## src/sv/b64e_pkg.sv

```systemverilog
// Shared types, constants and the alphabet lookup for the line-wrapped base64 encoder.
package b64e_pkg;

    localparam logic       OP_DATA     = 1'b0;
    localparam logic       OP_FLUSH    = 1'b1;
    localparam logic [7:0] WRAP_RESET  = 8'd73;
    localparam logic [7:0] PAD_CHAR    = 8'h3D;
    localparam logic [7:0] NL_CHAR     = 8'h0A;
    localparam int         QUEUE_DEPTH = 4;

    typedef struct packed {
        logic       opcode;
        logic [7:0] data_byte;
    } in_item_t;

    typedef struct packed {
        logic [7:0] out_char;
        logic       last;
    } out_item_t;

    // One encoding group as handed from the front end to the back end.
    typedef struct packed {
        logic        nl;
        logic [23:0] grp;
        logic [2:0]  data_chars;
    } b64e_job_t;

    function automatic logic [7:0] b64_char(input logic [5:0] v);
        logic [7:0] c;
        c = 8'h2F;
        if (v < 6'd26) begin
            c = 8'h41 + {2'b00, v};
        end else if (v < 6'd52) begin
            c = 8'h61 + {2'b00, v} - 8'd26;
        end else if (v < 6'd62) begin
            c = 8'h30 + {2'b00, v} - 8'd52;
        end else if (v == 6'd62) begin
            c = 8'h2B;
        end
        return c;
    endfunction

endpackage

```

## src/sv/base64_line_wrapped_encoder_core.sv

```systemverilog
// Top level of the line-wrapped base64 encoder: config register, front end, queue, back end.
//
//  Channel  | Handshake            | Payload
//  ---------+----------------------+------------------------------------
//  input    | push / full          | item   (opcode, data_byte)
//  result   | pop / empty          | result (out_char, last)
//  config   | cfg_valid/cfg_ready  | cfg_data (wrap column, 8 bits)
//
// An input item is taken whenever the group queue has room.
// A complete group leaves as four or five characters at one per cycle while the result
// side keeps popping, so the back end's output register sets the sustained rate; a
// padded flush group also leaves as four or five characters.
// Reset is asynchronous; the wrap column returns to 73. The queue memory is not cleared.
// A stalled result side fills the QDEPTH-entry group queue before full rises.
module base64_line_wrapped_encoder_core #(
    parameter int QDEPTH = b64e_pkg::QUEUE_DEPTH
) (
    input  logic                clk,
    input  logic                rst_n,
    input  logic                push,
    output logic                full,
    input  b64e_pkg::in_item_t  item,
    output logic                empty,
    input  logic                pop,
    output b64e_pkg::out_item_t result,
    input  logic                cfg_valid,
    output logic                cfg_ready,
    input  logic [7:0]          cfg_data
);
    import b64e_pkg::*;

    logic       [7:0] wrap_col_reg, wrap_col_next;
    logic             accept;
    logic             job_push;
    b64e_job_t        job_in;
    logic             q_full;
    logic             q_empty;
    logic             q_pop;
    b64e_job_t        job_out;

    assign cfg_ready = 1'b1;
    assign full      = q_full;
    assign accept    = push && !q_full;

    always_comb
    begin
        wrap_col_next = wrap_col_reg;
        if (cfg_valid && cfg_ready)
        begin
            wrap_col_next = cfg_data;
        end
    end

    always_ff @(posedge clk or negedge rst_n)
    begin
        if (!rst_n)
        begin
            wrap_col_reg <= WRAP_RESET;
        end
        else
        begin
            wrap_col_reg <= wrap_col_next;
        end
    end

    b64e_front u_front (
        .clk         (clk),
        .rst_n       (rst_n),
        .accept      (accept),
        .item        (item),
        .wrap_column (wrap_col_reg),
        .job_valid   (job_push),
        .job         (job_in)
    );

    b64e_queue #(
        .DEPTH (QDEPTH)
    ) u_queue (
        .clk     (clk),
        .rst_n   (rst_n),
        .wr_en   (job_push),
        .wr_data (job_in),
        .full    (q_full),
        .rd_en   (q_pop),
        .rd_data (job_out),
        .empty   (q_empty)
    );

    b64e_back u_back (
        .clk       (clk),
        .rst_n     (rst_n),
        .job_avail (!q_empty),
        .job       (job_out),
        .job_take  (q_pop),
        .empty     (empty),
        .pop       (pop),
        .result    (result)
    );

`ifndef SYNTH
    // A group is only formed when the queue has room for it.
    a_no_overflow: assert property (@(posedge clk) disable iff (!rst_n)
        job_push |-> !q_full)
        else $error("group written into a full queue");

    // The back end only takes a group that is present.
    a_no_underflow: assert property (@(posedge clk) disable iff (!rst_n)
        q_pop |-> !q_empty)
        else $error("group taken from an empty queue");

    // A newline is only ever emitted ahead of a group, so it never closes a transaction.
    a_nl_not_last: assert property (@(posedge clk) disable iff (!rst_n)
        (!empty && result.out_char == NL_CHAR) |-> !result.last)
        else $error("newline flagged as last character");
`endif

endmodule

```

## src/sv/b64e_front.sv

```systemverilog
// Front end: accepts bytes and flushes, holds pending bytes and the column, forms groups.
module b64e_front (
    input  logic              clk,
    input  logic              rst_n,
    input  logic              accept,
    input  b64e_pkg::in_item_t item,
    input  logic [7:0]        wrap_column,
    output logic              job_valid,
    output b64e_pkg::b64e_job_t job
);
    import b64e_pkg::*;

    logic [15:0] pend_bits_reg, pend_bits_next;
    logic [1:0]  pend_cnt_reg, pend_cnt_next;
    logic [7:0]  column_reg, column_next;
    logic        wrap;
    logic [7:0]  base_col;
    logic [8:0]  col_sum;

    always_comb
    begin
        wrap           = (column_reg >= wrap_column);
        base_col       = wrap ? 8'd0 : column_reg;
        col_sum        = {1'b0, base_col} + 9'd4;
        pend_bits_next = pend_bits_reg;
        pend_cnt_next  = pend_cnt_reg;
        column_next    = column_reg;
        job_valid      = 1'b0;
        job.nl         = wrap;
        job.grp        = {pend_bits_reg, item.data_byte};
        job.data_chars = 3'd4;
        if (accept)
        begin
            if (item.opcode == OP_DATA)
            begin
                if (pend_cnt_reg < 2'd2)
                begin
                    pend_bits_next = {pend_bits_reg[7:0], item.data_byte};
                    pend_cnt_next  = pend_cnt_reg + 2'd1;
                end
                else
                begin
                    job_valid      = 1'b1;
                    column_next    = col_sum[8] ? 8'd255 : col_sum[7:0];
                    pend_bits_next = '0;
                    pend_cnt_next  = '0;
                end
            end
            else
            begin
                if (pend_cnt_reg != 2'd0)
                begin
                    job_valid      = 1'b1;
                    job.grp        = (pend_cnt_reg == 2'd1) ? {pend_bits_reg[7:0], 16'h0000}
                                                            : {pend_bits_reg, 8'h00};
                    job.data_chars = {1'b0, pend_cnt_reg} + 3'd1;
                end
                pend_bits_next = '0;
                pend_cnt_next  = '0;
                column_next    = '0;
            end
        end
    end

    always_ff @(posedge clk or negedge rst_n)
    begin
        if (!rst_n)
        begin
            pend_bits_reg <= '0;
            pend_cnt_reg  <= '0;
            column_reg    <= '0;
        end
        else
        begin
            pend_bits_reg <= pend_bits_next;
            pend_cnt_reg  <= pend_cnt_next;
            column_reg    <= column_next;
        end
    end

endmodule

```

## src/sv/b64e_queue.sv

```systemverilog
// Short group queue between the front end and the character back end.
module b64e_queue #(
    parameter int DEPTH = b64e_pkg::QUEUE_DEPTH
) (
    input  logic                clk,
    input  logic                rst_n,
    input  logic                wr_en,
    input  b64e_pkg::b64e_job_t wr_data,
    output logic                full,
    input  logic                rd_en,
    output b64e_pkg::b64e_job_t rd_data,
    output logic                empty
);
    import b64e_pkg::*;

    localparam int PW = (DEPTH > 1) ? $clog2(DEPTH) : 1;
    localparam int CW = $clog2(DEPTH + 1);

    b64e_job_t       mem [DEPTH];
    logic [PW-1:0]   wr_ptr_reg, wr_ptr_next;
    logic [PW-1:0]   rd_ptr_reg, rd_ptr_next;
    logic [CW-1:0]   count_reg, count_next;

    assign full    = (count_reg == CW'(DEPTH));
    assign empty   = (count_reg == '0);
    assign rd_data = mem[rd_ptr_reg];

    always_comb
    begin
        wr_ptr_next = wr_ptr_reg;
        rd_ptr_next = rd_ptr_reg;
        count_next  = count_reg;
        if (wr_en)
        begin
            wr_ptr_next = (wr_ptr_reg == PW'(DEPTH - 1)) ? '0 : wr_ptr_reg + 1'b1;
        end
        if (rd_en)
        begin
            rd_ptr_next = (rd_ptr_reg == PW'(DEPTH - 1)) ? '0 : rd_ptr_reg + 1'b1;
        end
        if (wr_en && !rd_en)
        begin
            count_next = count_reg + 1'b1;
        end
        else if (rd_en && !wr_en)
        begin
            count_next = count_reg - 1'b1;
        end
    end

    always_ff @(posedge clk)
    begin
        if (wr_en)
        begin
            mem[wr_ptr_reg] <= wr_data;
        end
    end

    always_ff @(posedge clk or negedge rst_n)
    begin
        if (!rst_n)
        begin
            wr_ptr_reg <= '0;
            rd_ptr_reg <= '0;
            count_reg  <= '0;
        end
        else
        begin
            wr_ptr_reg <= wr_ptr_next;
            rd_ptr_reg <= rd_ptr_next;
            count_reg  <= count_next;
        end
    end

endmodule

```

## src/sv/b64e_back.sv

```systemverilog
// Back end: turns one queued group into an optional newline and four characters, one per cycle while popped.
module b64e_back (
    input  logic                clk,
    input  logic                rst_n,
    input  logic                job_avail,
    input  b64e_pkg::b64e_job_t job,
    output logic                job_take,
    output logic                empty,
    input  logic                pop,
    output b64e_pkg::out_item_t result
);
    import b64e_pkg::*;

    logic        busy_reg, busy_next;
    logic        nl_reg, nl_next;
    logic [23:0] grp_reg, grp_next;
    logic [2:0]  dleft_reg, dleft_next;
    logic [2:0]  left_reg, left_next;
    logic        out_valid_reg, out_valid_next;
    out_item_t   result_reg, result_next;
    out_item_t   emit;
    logic        advance;
    logic        finishing;

    assign empty  = !out_valid_reg;
    assign result = result_reg;

    always_comb
    begin
        advance   = busy_reg && (!out_valid_reg || pop);
        finishing = advance && !nl_reg && (left_reg == 3'd1);
        job_take  = job_avail && (!busy_reg || finishing);

        if (nl_reg)
        begin
            emit.out_char = NL_CHAR;
        end
        else if (dleft_reg != 3'd0)
        begin
            emit.out_char = b64_char(grp_reg[23:18]);
        end
        else
        begin
            emit.out_char = PAD_CHAR;
        end
        emit.last = !nl_reg && (left_reg == 3'd1);

        busy_next      = busy_reg;
        nl_next        = nl_reg;
        grp_next       = grp_reg;
        dleft_next     = dleft_reg;
        left_next      = left_reg;
        out_valid_next = out_valid_reg;
        result_next    = result_reg;

        if (advance)
        begin
            out_valid_next = 1'b1;
            result_next    = emit;
            if (nl_reg)
            begin
                nl_next = 1'b0;
            end
            else
            begin
                grp_next  = {grp_reg[17:0], 6'd0};
                left_next = left_reg - 3'd1;
                if (dleft_reg != 3'd0)
                begin
                    dleft_next = dleft_reg - 3'd1;
                end
            end
        end
        else if (pop)
        begin
            out_valid_next = 1'b0;
        end

        if (finishing)
        begin
            busy_next = 1'b0;
        end
        if (job_take)
        begin
            busy_next  = 1'b1;
            nl_next    = job.nl;
            grp_next   = job.grp;
            dleft_next = job.data_chars;
            left_next  = 3'd4;
        end
    end

    always_ff @(posedge clk)
    begin
        grp_reg    <= grp_next;
        dleft_reg  <= dleft_next;
        left_reg   <= left_next;
        result_reg <= result_next;
    end

    always_ff @(posedge clk or negedge rst_n)
    begin
        if (!rst_n)
        begin
            busy_reg      <= 1'b0;
            nl_reg        <= 1'b0;
            out_valid_reg <= 1'b0;
        end
        else
        begin
            busy_reg      <= busy_next;
            nl_reg        <= nl_next;
            out_valid_reg <= out_valid_next;
        end
    end

endmodule
```

## config.mk

```make
export PLATFORM = sky130hd
export DESIGN_NAME = base64_line_wrapped_encoder_core
export DESIGN_NICKNAME = d
export VERILOG_FILES = /design/src/sv/b64e_pkg.sv /design/src/sv/base64_line_wrapped_encoder_core.sv /design/src/sv/b64e_front.sv /design/src/sv/b64e_queue.sv /design/src/sv/b64e_back.sv
export SDC_FILE = /design/constraint.sdc
export NUM_CORES = 1
export LEC_CHECK = 0
export ABC_CLOCK_PERIOD_IN_PS = 3900
export BUFFER_PORTS_ARGS = -buffer_cell sky130_fd_sc_hd__clkbuf_2
export CELL_PAD_IN_SITES_DETAIL_PLACEMENT = 1
export CELL_PAD_IN_SITES_GLOBAL_PLACEMENT = 2
export CORE_ASPECT_RATIO = 1.2
export CORE_MARGIN = 2
export CORE_UTILIZATION = 45
export CTS_CLUSTER_SIZE = 25
export DETAILED_ROUTE_END_ITERATION = 10
export HOLD_SLACK_MARGIN = 0.02
export PLACE_DENSITY = 0.81
export SYNTH_ARGS = -nofsm -noshare
export SYNTH_HDL_FRONTEND = slang
export SYNTH_SLANG_ARGS = --single-unit
```

## constraint.sdc

```tcl
create_clock -name clk -period 3.9 [get_ports clk]
set_input_delay 0.975 -clock clk [delete_from_list [all_inputs] [get_ports clk]]
set_output_delay 0.975 -clock clk [all_outputs]
set_load 0.03 [all_outputs]
```

---- Word level (Yosys, flattened, before mapping) ----
Memories as Yosys holds them, arrays and structs flattened.
Cells that the tools add are included.
word-level totals
  memories kept ........................... 1
  RAM bits ................................ 112
  bits of input ports ..................... 22
  output and inout bits ................... 12
  register bits ........................... 83
cells by class
  add/subtract/negate cells ............... 14
  $lt $le $gt $ge ......................... 5
  reductions and logical operators ........ 30
  equal/unequal tests ..................... 8
  bitwise operators ....................... 2
  multiplexer cells ....................... 40
memories
  name         words  width  read ports  clocked after Yosys merged registers in  write ports  line              source
  u_queue.mem  4      28     1           0                                        1            b64e_queue.sv:19  b64e_job_t mem [DEPTH];
operators by type and width
  kind                                                        number
  2-to-1 mux 24 bit                                           4
  2-to-1 mux 27 bit                                           3
  2-to-1 mux 8 bit                                            7
  2-to-1 mux 16 bit                                           2
  2-to-1 mux 3 bit                                            7
  adder 7 x 6 -> 8 bit, first input constant                  2
  less-than comparator 6 bit, second input constant           2
  2-to-1 mux 1 bit                                            12
  nonzero test 2 bit                                          6
  adder 8 x 3 -> 9 bit, second input constant                 1
  subtractor 3 x 1 -> 3 bit, second input constant            3
  greater-or-equal comparator 8 bit                           1
  logical AND 1 bit                                           8
  2-to-1 mux 2 bit                                            4
  subtractor 8 x 5 -> 8 bit, second input constant            1
  subtractor 8 x 6 -> 8 bit, second input constant            1
  adder 6 x 6 -> 7 bit, first input constant                  1
  zero test 1 bit                                             7
  adder 2 x 1 -> 2 bit, second input constant                 3
  equality test 6 bit, second input constant                  1
  less-than comparator 6 x 5 -> 1 bit, second input constant  1
  2-to-1 mux 6 bit                                            1
  AND reduction 2 bit                                         3
  equality test 2 bit, second input constant                  2
  other kinds (13)                                            16

---- Longest topological paths before layout ----
  depth after elaboration ................. 10
  gate-level depth with buffers ........... 13
  depth with buffers taken out ............ 13

---- Modules after synthesis ----
From an unflattened synthesis, not the netlist that was laid out.
unflattened totals
  cells, all modules ...................... 537
  area total of the unflattened synthesis .. 8670.8 um^2
modules (own cells, without submodules)
  module                            times used  area an instance (um^2)  sequential area each (um^2)  cells an instance
  b64e_queue                        1           4458.0                   3538.4                       183
  b64e_back                         1           2282.2                   1216.2                       171
  b64e_front                        1           1574.0                   625.6                        162
  base64_line_wrapped_encoder_core  1           356.6                    203.9                        21

---- Least setup slack after synthesis ----
No wires, ideal clock.
  path type ............................... input port to flip-flop
  start ................................... input pop
  end ..................................... register u_back.grp_reg[0] (enable)
  arrival time ............................ 2.947 ns
  library setup time ...................... 0.438 ns
  cell stages on the path ................. 3
  setup slack ............................. 0.514 ns
  data required time ...................... 3.462 ns
  path through ............................ nand2b_1 nand2_1 o21ai_0
on the way
  cells in the longest elaborated chain, start to end .. 8
ends and longest elaborated chain
  what                                                                   line                                    source
  start, declared                                                        base64_line_wrapped_encoder_core.sv:24  input logic pop,
  logical OR 1 bit *                                                     b64e_back.sv:30                         advance = busy_reg && (!out_valid_reg || pop);
  logical AND 1 bit *                                                    b64e_back.sv:30
  logical AND 1 bit (2 in a row)                                         b64e_back.sv:31                         finishing = advance && !nl_reg && (left_reg == 3'd1);
  logical OR 1 bit                                                       b64e_back.sv:32                         job_take = job_avail && (!busy_reg || finishing);
  logical AND 1 bit                                                      b64e_back.sv:32
  inequality test 2 bit (no line) or nonzero test 2 bit (tied branches)  --
  AND reduction 2 bit (no line) *                                        --
  end signal, assigned                                                   b64e_back.sv:95                         grp_reg <= grp_next;
  end, declared                                                          b64e_back.sv:16                         logic [23:0] grp_reg, grp_next;
Mark *: on every way between the ends. The rest lies on a longest branch, timed or not.
A chain may end at the register's enable or synchronous reset.

---- Worst setup path in the final report ----
  start ................................... register wrap_col_reg[6]
  end ..................................... register u_front.column_reg[4]
on the way
  cells in the longest elaborated chain, start to end .. 6
ends and longest elaborated chain
  what                               line                                    source
  start, declared                    base64_line_wrapped_encoder_core.sv:32  logic [7:0] wrap_col_reg, wrap_col_next;
  start signal, assigned             base64_line_wrapped_encoder_core.sv:62  wrap_col_reg <= wrap_col_next;
  greater-or-equal comparator 8 bit  b64e_front.sv:22                        wrap = (column_reg >= wrap_column);
  2-to-1 mux 8 bit                   b64e_front.sv:23                        base_col = wrap ? 8'd0 : column_reg;
  adder 8 x 3 -> 9 bit               b64e_front.sv:24                        col_sum = {1'b0, base_col} + 9'd4;
  2-to-1 mux 8 bit                   b64e_front.sv:44                        column_next = col_sum[8] ? 8'd255 : col_sum[7:0];
  2-to-1 mux 8 bit                   b64e_front.sv:36                        if (pend_cnt_reg < 2'd2)
  2-to-1 mux 8 bit                   b64e_front.sv:34                        if (item.opcode == OP_DATA)
  end signal, assigned               b64e_front.sv:77                        column_reg <= column_next;
  end, declared                      b64e_front.sv:15                        logic [7:0] column_reg, column_next;
No other way between the ends. The select of a mux whose other input is x is not followed.

==> reports/results.ini <==
[timing]
fmax_mhz=339
skew_ns=0.0185
period_minus_slack_ns=2.95
period_share_pct=75.7
max_slew.worst_pin.slew_ns=1.06
fin_setup_tns_ns=0
hold_viol=0
setup_ws_ns=0.949
slew_headroom_pct=29.1
setup_violations=0
rsz0062_at_grt=no
slew_violations=0

[detailed_routing]
wl_um=17500
first_pass_iters=4
vias_per_cell=5.46
via_count=4932
wirelength_met1_um=7450
wl_met2_um=9310
top_layer=met4
met3WireLength_um=424
ant_nets=0
wire_per_inst_um=19.4
drtIter0Drc=259
drc=0

[synth]
synthFlopType=edfxtp_1
synth_nets=653
synth_top_cells_by_area=edfxtp_1 (51%), dfrtp_1 (12%), mux4_2 (7.3%)
yosysTopAreaCell=edfxtp_1
postSynthCellCount=597
synth_most_common_cell=edfxtp_1
synth_common_cells=edfxtp_1 (148), nand2_1 (52), dfrtp_1 (40)
ys_async_sr_fraction_pct=22.2
ys_seq_area_share_pct=64.4
syn_avg_cell_area_um2=14.5
netlist.area_leader.share_pct=51.3
syn-cell-area_mm2=0.00867
yosysWarnings=0
synth_cell_types=56
synth_seq_cells=194
synth_edf_count=148

[setup_path]
r2r_end=u_front.column_reg[4]
crit_start=wrap_col_reg[6]
crit_arrival_ns=3.25
endpoint_kind=flip-flop
worst-path-stages=11
critPathKind=flip-flop to flip-flop
worstPathRequired_ns=4.19
slowest_stage=dfstp_2
cp_slowest_stage_delay_ns=0.52
start_kind=flip-flop
reg2reg_depth=11
timing.rr.start=wrap_col_reg[6]
reg2reg_slack_ns=0.95
worst-path-buf-inv=1
crit_chain=inv_1 > ha_1 > a21oi_1 > o21ai_0 > nor2_2 > and2_1 > ha_1 > and3_1 > and3_1 > a31oi_1 > o221ai_1
critPathCapture=u_front.column_reg[4]
crit_family=simple AND/OR/NAND/NOR gates
cp_max_fo=7

[layout]
drive_gt1_share_pct=22.7
fin_util_pct=51.3
n_antenna_cell=0
area_growth_syn_to_layout_pct=11.5
largest_reg_flops=112
fin_nets=690
fillers=1913

[floorplanning]
ios=34
coreArea_mm2=0.0189
start_util_pct=46.0
rows=55
fp.dieW_um=131
die_y_um=156
dieArea_mm2=0.0204

[hold_path]
min_from=u_front.pend_bits_reg[10]
hold_class=flip-flop to flip-flop

[clock_network]
cts_tree=built
post-cts-setup-buffer-count=0
clkTransAtPathRegs_ns=0.07
cts_resized=0
clk_latency_ns=0.44
cts_sinks=194
root_buffer=clkbuf_16
htreeDepth=4
cts_made_buffers=17
cts_buffer_depth=2
hold_buffers=0

[global_routing]
gr-total-overflow=0
grt_pass1_wl_um=29300
antenna_found_initial=0
first_global_vias=5514
grt_start_max_net_pins=32
globalRouteTotalUtil_pct=19.1

[pwr]
pwr_density_cell_mw_per_mm2=680
peakVddDrop_v=0.000348
p_leak_nw=3.74
finalPower_mw=6.58

[place]
dp_hpwl_um=11500
gp_congestion=0.814
portBuffers=32
pre_cts_slack_ns=0.835

[status]
status=finished, final reports clean

[flow_run]
cap_violations=0

power by group:
part / internal, mW / total, mW / switching, mW
Clock: 0.848 / 1.67 / 0.823
Sequential: 2.76 / 3.12 / 0.360
Combinational: 0.817 / 1.79 / 0.974
through the flow:
| stage | hold slack [ns] | area [µm²] | instances |
|---|---|---|---|
| 6_report | 0.490 | 9670 | 903 |
| 5_1_grt | 0.505 | 9670 | 903 |
| 4_1_cts | 0.489 | 9670 | 903 |
| 3_5_place_dp | 0.454 | 9110 | 871 |
| 3_3_place_gp | 0.444 | 9110 | 871 |
| 2_1_floorplan | 0.433 | 8670 | 597 |
layout make-up:
cell class	count	area, µm²	share of cell area (%)
sequential	194	5590	57.8
inverter	33	124	1.28
clock inverter	15	136	1.41
timing repair buffer	42	235	2.43
tap	256	320	3.31
clock buffer	17	425	4.40
multi-input combinational	346	2840	29.4
layer usage:
metal,track usage [%],up-vias
met2,33.0,80
met4,7.45,0
li1,-,2275
met3,3.02,27
met1,24.0,2550
met5,0,-
layout by cell type (no fill, tap or decap), types with 2 or more instances in the layout:
cell type / netlist / routed
inv_8: 0 / 5
clkinvlp_4: 0 / 3
o21ai_0: 28 / 27
clkbuf_16: 0 / 17
ha_1: 33 / 33
and3_1: 7 / 7
dfstp_2: 3 / 3
edfxtp_1: 148 / 148
mux2_4: 2 / 2
inv_6: 0 / 6
a21oi_2: 2 / 2
nor3_1: 3 / 3
a21o_1: 3 / 3
nor2b_1: 10 / 10
nor2_1: 21 / 21
dfxtp_1: 3 / 3
buf_4: 1 / 10
nand2_1: 52 / 52
a211oi_1: 5 / 5
mux2_2: 27 / 27
a31oi_1: 3 / 3
nor3b_2: 2 / 2
a21oi_1: 24 / 24
dfrtp_1: 40 / 39
mux4_2: 28 / 28
nand3b_1: 4 / 4
clkbuf_2: 0 / 32
and2_1: 23 / 23
xnor2_1: 6 / 6
xor2_1: 4 / 4
a41oi_1: 2 / 2
nand3_1: 26 / 26
nand2b_1: 8 / 8
inv_1: 32 / 32
worst min-delay path, delay by kind of cell, from the launching register on:
family	cells	cell delay, ns
flops	1	0.35
simple gates	2	0.10
kinds of logic (layout without fill, tap and decap cells):
logic type | count (synthesis) | count (layout) | share of synthesized area (%)
flip-flops | 194 | 194 | 64.4
AND/OR/NAND/NOR | 163 | 163 | 9.90
AO/OA/AOI/OAI | 81 | 81 | 5.66
multiplexers | 57 | 57 | 11.1
buffers and inverters | 57 | 107 | 2.84
adder cells (fa/ha/maj) | 34 | 34 | 4.99
XOR/XNOR | 10 | 10 | 1.01
other | 1 | 1 | 0.0433
worst min path at each step:
stage / depth (start not counted) / to
global placement: 2 / u_front.pend_bits_reg[11]
finish: 2 / u_front.pend_bits_reg[10]
floorplan: 2 / u_front.pend_bits_reg[10]
CTS: 2 / u_front.pend_bits_reg[10]
global route: 2 / u_front.pend_bits_reg[10]
detailed placement: 2 / u_front.pend_bits_reg[11]
Power figures use the tool's default switching activity.
